--- src/knap_pkg.sv ---
`default_nettype none

package knap_pkg;

    localparam int VALUE_W   = 23;
    localparam int VAL_IN_W  = 16;
    localparam int WEIGHT_W  = 8;
    localparam int CAP_W     = 8;
    localparam int MAX_CAP_DEF = 255;

    localparam logic [VALUE_W-1:0] VALUE_MAX = {VALUE_W{1'b1}};

    typedef struct packed {
        logic [VAL_IN_W-1:0] item_value;
        logic [WEIGHT_W-1:0] item_weight;
        logic                last_item;
    } t_item;

    typedef struct packed {
        logic [VALUE_W-1:0] best_value;
    } t_result;

    typedef struct packed {
        logic               valid;
        logic [VALUE_W-1:0] value;
    } t_done;

endpackage

`default_nettype wire

--- src/knap_sweep.sv ---
`default_nettype none

module knap_sweep import knap_pkg::*; #(
    parameter int MAX_CAPACITY = MAX_CAP_DEF,
    parameter int AW           = $clog2(MAX_CAPACITY + 1)
) (
    input  logic               i_clk,
    input  logic               i_rst_n,
    input  logic               i_valid,
    output logic               o_ready,
    input  t_item              i_item,
    input  logic [CAP_W-1:0]   i_capacity,
    input  logic               i_out_free,
    output t_done              o_done,
    output logic [AW-1:0]      o_rd_addr_a,
    output logic [AW-1:0]      o_rd_addr_b,
    input  logic [VALUE_W-1:0] i_rd_data_a,
    input  logic [VALUE_W-1:0] i_rd_data_b,
    output logic               o_wr_en,
    output logic [AW-1:0]      o_wr_addr,
    output logic [VALUE_W-1:0] o_wr_data
);

    localparam int CW = (AW > CAP_W) ? AW : CAP_W;
    localparam int SW = VALUE_W + 1;
    localparam logic [AW-1:0] TOP_C = AW'(MAX_CAPACITY);

    typedef enum logic [1:0] {
        S_IDLE,
        S_SWEEP,
        S_DRAIN,
        S_FINISH
    } t_state;

    t_state               r_state;
    logic [AW-1:0]        r_c;
    logic [VAL_IN_W-1:0]  r_v;
    logic [WEIGHT_W-1:0]  r_w;
    logic                 r_last;
    logic [AW-1:0]        r_cap;
    logic                 r_fresh;
    logic                 r_pend;
    logic [AW-1:0]        r_wr_c;
    logic                 r_fit;
    logic                 r_base_zero;
    logic [VALUE_W-1:0]   r_result;

    logic                 fit;
    logic [AW-1:0]        base_addr;
    logic [AW-1:0]        cap_eff;
    logic [VALUE_W-1:0]   old_val;
    logic [VALUE_W-1:0]   base_val;
    logic [SW-1:0]        sum;
    logic [VALUE_W-1:0]   take;
    logic [VALUE_W-1:0]   new_val;

    always_comb begin
        fit       = CW'(r_w) <= CW'(r_c);
        base_addr = fit ? (r_c - AW'(r_w)) : '0;
        cap_eff   = (CW'(i_capacity) > CW'(MAX_CAPACITY)) ? TOP_C : AW'(i_capacity);
        old_val   = r_fresh ? '0 : i_rd_data_a;
        base_val  = (r_fresh || r_base_zero) ? '0 : i_rd_data_b;
        sum       = {1'b0, base_val} + SW'(r_v);
        take      = (sum > {1'b0, VALUE_MAX}) ? VALUE_MAX : sum[VALUE_W-1:0];
        new_val   = (r_fit && (take > old_val)) ? take : old_val;
    end

    assign o_ready      = (r_state == S_IDLE);
    assign o_done.valid = (r_state == S_FINISH) && i_out_free;
    assign o_done.value = r_result;
    assign o_rd_addr_a  = r_c;
    assign o_rd_addr_b  = base_addr;
    assign o_wr_en      = r_pend;
    assign o_wr_addr    = r_wr_c;
    assign o_wr_data    = new_val;

    always_ff @(posedge i_clk) begin
        if (!i_rst_n) begin
            r_state <= S_IDLE;
            r_fresh <= 1'b1;
            r_pend  <= 1'b0;
        end else begin
            r_pend <= 1'b0;
            if (r_pend && (r_wr_c == r_cap)) begin
                r_result <= new_val;
            end
            unique case (r_state)
                S_IDLE: begin
                    if (i_valid) begin
                        r_v      <= i_item.item_value;
                        r_w      <= i_item.item_weight;
                        r_last   <= i_item.last_item;
                        r_cap    <= cap_eff;
                        r_result <= '0;
                        r_c      <= TOP_C;
                        r_state  <= S_SWEEP;
                    end
                end
                S_SWEEP: begin
                    r_pend      <= 1'b1;
                    r_wr_c      <= r_c;
                    r_fit       <= fit;
                    r_base_zero <= (base_addr == '0);
                    r_c         <= r_c - 1'b1;
                    if (r_c == AW'(1)) begin
                        r_state <= S_DRAIN;
                    end
                end
                S_DRAIN: begin
                    r_fresh <= r_last;
                    r_state <= r_last ? S_FINISH : S_IDLE;
                end
                S_FINISH: begin
                    if (i_out_free) begin
                        r_state <= S_IDLE;
                    end
                end
                default: begin
                    r_state <= S_IDLE;
                end
            endcase
        end
    end

endmodule

`default_nettype wire

--- config.mk ---
export PLATFORM = sky130hd
export DESIGN_NAME = knap_sweep
export DESIGN_NICKNAME = d
export VERILOG_FILES = /design/src/knap_pkg.sv /design/src/knap_sweep.sv
export SDC_FILE = /design/constraint.sdc
export NUM_CORES = 1
export LEC_CHECK = 0
export BUFFER_PORTS_ARGS = -buffer_cell sky130_fd_sc_hd__buf_2
export CAP_MARGIN = 10
export CORE_ASPECT_RATIO = 1.75
export CORE_MARGIN = 3
export CORE_UTILIZATION = 49
export CTS_BUF_LIST = sky130_fd_sc_hd__clkbuf_8
export DETAILED_ROUTE_END_ITERATION = 8
export PLACE_DENSITY = 0.82
export SLEW_MARGIN = 10
export SYNTH_ARGS = -nofsm -noshare
export SYNTH_HDL_FRONTEND = slang
export SYNTH_SLANG_ARGS = --single-unit
export TNS_END_PERCENT = 100
--- constraint.sdc ---
create_clock -name i_clk -period 5.6 [get_ports i_clk]
set_input_delay 0 -clock i_clk [delete_from_list [all_inputs] [get_ports i_clk]]
set_output_delay 0 -clock i_clk [all_outputs]
set_load 0.005 [all_outputs]
# Word-level counts from Yosys, hierarchy flattened
# Cells that the tools add are included.
dict set report word_totals {
  reg_bits 78
  in_bits 83
  out_inout_bits 73
}
dict set report op_classes {
  add_sub_neg 3
  magnitude_cmp 4
  eq_ne 8
  muxes 16
  n_reduce_logical 11
}
# op count
set ops {}
lappend ops {{23-bit 2-to-1 mux} 7}
lappend ops {{23-bit by 16-bit adder with 24-bit output} 1}
lappend ops {{24-bit by 23-bit > comparator with 1-bit output (second input constant)} 1}
lappend ops {{23-bit > comparator} 1}
lappend ops {{8-bit 2-to-1 mux} 2}
lappend ops {{8-bit case mux with 2 select lines} 1}
lappend ops {{3-bit AND reduction} 3}
lappend ops {{8-bit by 1-bit equality test with 1-bit output (second input constant)} 1}
lappend ops {{8-bit equality test} 1}
lappend ops {{8-bit > comparator (second input constant)} 1}
lappend ops {{8-bit less-or-equal comparator} 1}
lappend ops {{8-bit logical NOT} 1}
lappend ops {{2-bit 2-to-1 mux} 4}
lappend ops {{2-bit case mux with 4 select lines} 1}
lappend ops {{8-bit by 1-bit subtractor with 8-bit output (second input constant)} 1}
lappend ops {{8-bit subtractor} 1}
lappend ops {{2-bit != test (second input constant)} 3}
lappend ops {{2-bit equality test (second input constant)} 2}
lappend ops {{1-bit logical AND} 3}
lappend ops {{2-bit by 1-bit equality test with 1-bit output (second input constant)} 1}
lappend ops {{2-bit logical NOT} 1}
lappend ops {{2-bit AND reduction} 1}
lappend ops {{2-bit nonzero test} 1}
lappend ops {{1-bit logical OR} 1}
lappend ops {{1-bit 2-to-1 mux} 1}

# Depth between registers and ports, before layout
dict set report logic_depth {
  depth_word 11
  ltp_mapped 26
}

# Least setup slack after synthesis
# OpenSTA, ideal clock, no wires.
dict set report synth_timing {
  path_type {register to register}
  from {register r_base_zero}
  to {register r_result[6] (data pin)}
  setup_time_ns 0.256
  arrival_ns 5.054
  required_ns 5.344
  setup_slack_ns 0.290
  stages_incl_launch_ff 23
  period_less_slack_ns 5.310
  path_cell_list {edfxtp_1 -> nor2_1 -> clkbuf_1 -> clkbuf_1 -> nand2_1 -> fa_1 -> and2b_1 -> o31a_2 -> a31oi_1 -> o31ai_1 -> a21oi_2 -> or4_4 -> and2_1 -> ha_1 -> a21o_1 -> a21oi_1 -> o221ai_1 -> a221oi_1 -> a21oi_1 -> buf_2 -> clkbuf_1 -> a21o_1 -> a22o_1}
}
dict set report synth_between {
  elab_chain_len 11
}
# element line
set synth_rtl {}
lappend synth_rtl {{start, declared} knap_sweep.sv:45} ;# logic r_base_zero;
lappend synth_rtl {{start signal, assigned} knap_sweep.sv:103} ;# r_base_zero <= (base_addr == '0);
lappend synth_rtl {{1-bit logical OR *} knap_sweep.sv:62} ;# base_val = (r_fresh || r_base_zero) ? '0 : i_rd_data_b;
lappend synth_rtl {{23-bit 2-to-1 mux *} knap_sweep.sv:62}
lappend synth_rtl {{23-bit by 16-bit adder with 24-bit output *} knap_sweep.sv:63} ;# sum = {1'b0, base_val} + SW'(r_v);
lappend synth_rtl {{24-bit by 23-bit > comparator with 1-bit output} knap_sweep.sv:64} ;# take = (sum > {1'b0, VALUE_MAX}) ? VALUE_MAX : sum[VALUE_W-1:0];
lappend synth_rtl {{23-bit 2-to-1 mux *} knap_sweep.sv:64}
lappend synth_rtl {{23-bit > comparator} knap_sweep.sv:65} ;# new_val = (r_fit && (take > old_val)) ? take : old_val;
lappend synth_rtl {{1-bit logical AND} knap_sweep.sv:65}
lappend synth_rtl {{23-bit 2-to-1 mux *} knap_sweep.sv:65}
lappend synth_rtl {{via o_wr_data[6]} knap_sweep.sv:21} ;# output logic [VALUE_W-1:0] o_wr_data
lappend synth_rtl {{23-bit 2-to-1 mux *} knap_sweep.sv:84} ;# if (r_pend && (r_wr_c == r_cap)) begin
lappend synth_rtl {{23-bit 2-to-1 mux} knap_sweep.sv:89} ;# if (i_valid) begin
lappend synth_rtl {{23-bit 2-to-1 mux *} knap_sweep.sv:87} ;# unique case (r_state)
lappend synth_rtl {{end signal, assigned} knap_sweep.sv:85} ;# r_result <= new_val;
lappend synth_rtl {{end, declared} knap_sweep.sv:46} ;# logic [VALUE_W-1:0] r_result;
# The timed path passes the listed nets; every way through them passes the cells marked *.
# A chain may end at the register's enable or synchronous reset.

# Worst setup path after layout
dict set report layout_timing {
  from {register r_base_zero}
  to {output port o_wr_data[18]}
}
dict set report layout_between {
  elab_chain_len 8
}
# element line
set layout_rtl {}
lappend layout_rtl {{1-bit logical OR *} knap_sweep.sv:62}
lappend layout_rtl {{23-bit 2-to-1 mux *} knap_sweep.sv:62}
lappend layout_rtl {{23-bit by 16-bit adder with 24-bit output *} knap_sweep.sv:63}
lappend layout_rtl {{24-bit by 23-bit > comparator with 1-bit output} knap_sweep.sv:64}
lappend layout_rtl {{23-bit 2-to-1 mux *} knap_sweep.sv:64}
lappend layout_rtl {{23-bit > comparator} knap_sweep.sv:65}
lappend layout_rtl {{1-bit logical AND} knap_sweep.sv:65}
lappend layout_rtl {{23-bit 2-to-1 mux *} knap_sweep.sv:65}
lappend layout_rtl {{end, declared} knap_sweep.sv:21}
# Mark *: on every way between the ends. The rest lies on a longest branch, timed or not.

==> impl_metrics.toml <==
[hold_path]
holdCritStartpoint = "i_valid"
min_delay_worst_endpoint = "r_state[0]$_SDFFE_PN0P_"
hold_path.class = "primary input to flop"
whs_path_depth = 4

[synthesis]
synth_seq_area_share = 0.419
postSynthAreaPerCell_um2 = 9.71
synth_edf_count = 74
synth-seq-cells = 78
syn_area_um2 = 5500
synthesis.yosys.warnings = 0
dominantRegCellSynth = "edfxtp_1"
count_of_distinct_cell_types_in_the_synthesized_netlist = 57
asyncSetResetFlopFracSynth = 0
post_synth_inst_count = 566
synth_fp_nets = 700

[clock_network]
clock_tree.buffer_depth = 2
tritoncts = "done"
clk_root_buffer_cell = "clkbuf_8"
cts-buffers-inserted = 9
clk_transition_reported_paths_ns = 0.10
cts_num_sinks = 78
worstSkewPairLatency_ns = 0.38
h-tree-depth = 3

[critical_path]
critical_path.cell_chain = "nor2_2, buf_6, and2_1, ha_2, inv_1, fa_1, and2b_2, o31a_4, a31oi_4, o31ai_4, a21oi_2, or4_4, and2_1, ha_1, a21o_1, a21oi_2, o221ai_2, a221oi_2, a21oi_4, buf_12, buf_4, a21oi_1, a31oi_1, buf_2"
end_kind = "output port"
crit_family = "compound AO/OA/AOI/OAI gates"
reg2reg_slack_ns = 0.26
timing.setup.critical_path_class = "flop to output port"
rr_endpoint = "r_result[13]$_DFFE_PP_"
timing.reg2reg.worst_path_depth = 23
cpMaxStageDelayCell = "or4_4"
critical_path.reg2reg.startpoint = "r_base_zero$_DFFE_PP_"
worst_path_largest_cell_delay_ns = 0.51
cp.buffers_inverters = 5
critical_path_peak_fanout = 18
crit_required_ns = 5.60
cp-start-kind = "flop"
worstPathArrival_ns = 5.38

[detailed_routing]
drtAntennaViolNets = 0
met3_length_mm = 1.23
detail_route.first_pass.iterations = 5
drt-initial-drc-count = 359
vias = 5256
routedWlPerCell_um = 18.0
postRouteWirelength_mm = 16.1
highest-signal-layer = "met4"
detailed_route_drc_error_count = 0
route.met2.wl_mm = 8.46
detail_route.vias_per_cell = 5.85
met1Wirelength_mm = 5.83

[final_layout]
layout.cell_area.non_filler_um2 = 7140
drive_above_1_share = 0.274
antenna_cells = 0
finish.net_count = 898
fill_cells = 846
areaGrowthSynthToFinish_pct = 29.9

[die]
dieWidth_um = 86.1
ios = 156
floorplan.die_area_um2 = 12600
fp.dieH_um = 146
core_area_um2 = 10800
initial_core_utilization = 0.508
std_cell_rows = 50

[power]
power.ir.vdd_worst_mv = 0.210
cellPowerDensity_nw_per_um2 = 217
power.share.combinational = 0.279
power.leakage_nw = 3.27
netSwitchingFraction = 0.322
p_sw_mw = 0.498
post-layout-total-power_mw = 1.55
internal_power_mw = 1.05
seqPwrFrac = 0.453
power.share.clock = 0.268

[timing]
drv_slew = 0
worst_hold_slack_ns = 0.120
fmaxAchievable_ghz = 0.186
report.final.hold_viol_count = 0
finalSetupTns_ns = 0
worst_clock_skew_ns = 0.0111
fin_ws_ns = 0.221
finalCriticalPeriod_ns = 5.38
final-setup-viol-count = 0
fin_crit_sh = 0.961
timing.max_slew.rel_slack = 0.352
worstMarginPinSlew_ns = 0.968

[run_status]
run_status = "finished clean"

[placed_design]
preCtsSetupSlack_ns = -0.0856
buffer_ports.inserted = 155
placed_cell_area_um2 = 6420
dpl.hpwl_mm = 12.0
globalplace.congestion = 0.915

[global_routing]
antenna_found_initial = 0
vias_in_the_first_global_route = 5327
grt_pass1_wl_mm = 25.6
grt_use_total = 0.253
grt_overflow_total = 0
grt_start_max_net_pins = 37

[job]
max-cap-violations = 0
## Yosys cell counts (5+ instances only)
library cell   n  share of area
a21oi_1       33          0.030
o21a_1        10          0.014
o21ai_0       29          0.026
o21ai_1       12          0.011
a31oi_1        5         0.0057
ha_1          49           0.11
nand3_1       11          0.010
o211ai_1       7         0.0096
and2_1        23          0.026
or2_1          6         0.0068
inv_1         30          0.020
nor2b_1        7         0.0080
and3_1        11          0.013
xnor2_1       14          0.022
nand2_1       59          0.040
nand4_1        5         0.0057
xor2_1        14          0.022
a21o_1        21          0.029
a22o_1        12          0.019
nor2_1        40          0.027
edfxtp_1      74           0.40
nor3_1         5         0.0046
clkbuf_1      15          0.010
## worst max-delay path by stage
stage / startpoint / to / cells after the start
6_report: r_base_zero$_DFFE_PP_ / o_wr_data[18] / 24
5_1_grt: r_base_zero$_DFFE_PP_ / o_wr_data[16] / 24
4_1_cts: r_base_zero$_DFFE_PP_ / o_wr_data[22] / 24
3_5_place_dp: r_base_zero$_DFFE_PP_ / r_result[5]$_DFFE_PP_ / 23
3_3_place_gp: r_base_zero$_DFFE_PP_ / r_result[1]$_DFFE_PP_ / 22
2_1_floorplan: r_base_zero$_DFFE_PP_ / r_result[6]$_DFFE_PP_ / 22
## registers in the layout, indices dropped and copies added, names as in the netlist
| register | cells |
|---|---|
| r_last | 1 |
| r_result | 23 |
| r_fresh | 1 |
| r_fit | 1 |
| r_state | 2 |
| r_cap | 8 |
| o_rd_addr_a | 8 |
| r_w | 8 |
| o_wr_en | 1 |
| r_base_zero | 1 |
| o_wr_addr | 8 |
| r_v | 16 |
## stage by stage
stage | util | cells
floorplan | - | 566
global placement | 0.594 | 839
detailed placement | 0.594 | 839
CTS | 0.644 | 889
global route | 0.660 | 899
finish | 0.660 | 899
## cell families after synthesis
| kind of cell | Yosys count | synth area share |
|---|---|---|
| multiplexers | 2 | 0.00364 |
| XOR/XNOR | 28 | 0.0446 |
| AO/OA/AOI/OAI | 174 | 0.217 |
| adder cells (fa/ha/maj) | 51 | 0.119 |
| AND/OR/NAND/NOR | 183 | 0.162 |
| buffers and inverters | 50 | 0.0351 |
| flip-flops | 78 | 0.419 |
## layout by cell type, fill, tap and decap left out, types with 12 or more instances in the layout
| master | instances |
|---|---|
| a21o_1 | 21 |
| a21oi_1 | 31 |
| a22o_1 | 12 |
| and2_1 | 23 |
| buf_2 | 156 |
| buf_4 | 14 |
| dlygate4sd3_1 | 34 |
| edfxtp_1 | 74 |
| ha_1 | 48 |
| inv_1 | 30 |
| nand2_1 | 59 |
| nor2_1 | 39 |
| o21ai_0 | 28 |
| o21ai_1 | 13 |
| xnor2_1 | 14 |
| xor2_1 | 14 |
## layer usage
metal,global-route usage,vias up
li1,-,2492
met1,0.279,2444
met2,0.447,262
met3,0.0565,58
met4,0.118,0
met5,0,-
## repair_timing
item                                    4_1_cts  5_1_grt
hold buffers                                 34        0
endpoints found under the setup margin       43       46
buffers inserted                              0        8
pin swaps                                     1        4
hold endpoints to repair                     34        0
resized for setup                             4       16
gates cloned                                  0        2
## worst min-delay path, cell delays in order
cell and delay (ns):
buf_2 0.11, mux2i_1 0.07, o22ai_1 0.15, o21a_1 0.13
## power by group through the flow
stage                     registers [mW]  clock network (mW)  logic [mW]
final                              0.701               0.414       0.432
after global routing               0.704               0.442       0.470
after CTS                          0.700               0.416       0.398
after detailed placement           0.714                   0       0.373
after global placement             0.712                   0       0.359
after floorplan                    0.710                   0       0.223
## area by class of cell
class	instances	area [um^2]	area share
Timing Repair Buffer	207	1280	0.180
Inverter	30	113	0.0158
Sequential cell	78	2300	0.322
Clock inverter	7	62.6	0.00876
Tap cell	130	163	0.0228
Multi-Input combinational cell	438	3090	0.433
Clock buffer	9	124	0.0173
No activity file was read; power rests on OpenSTA's default activity.
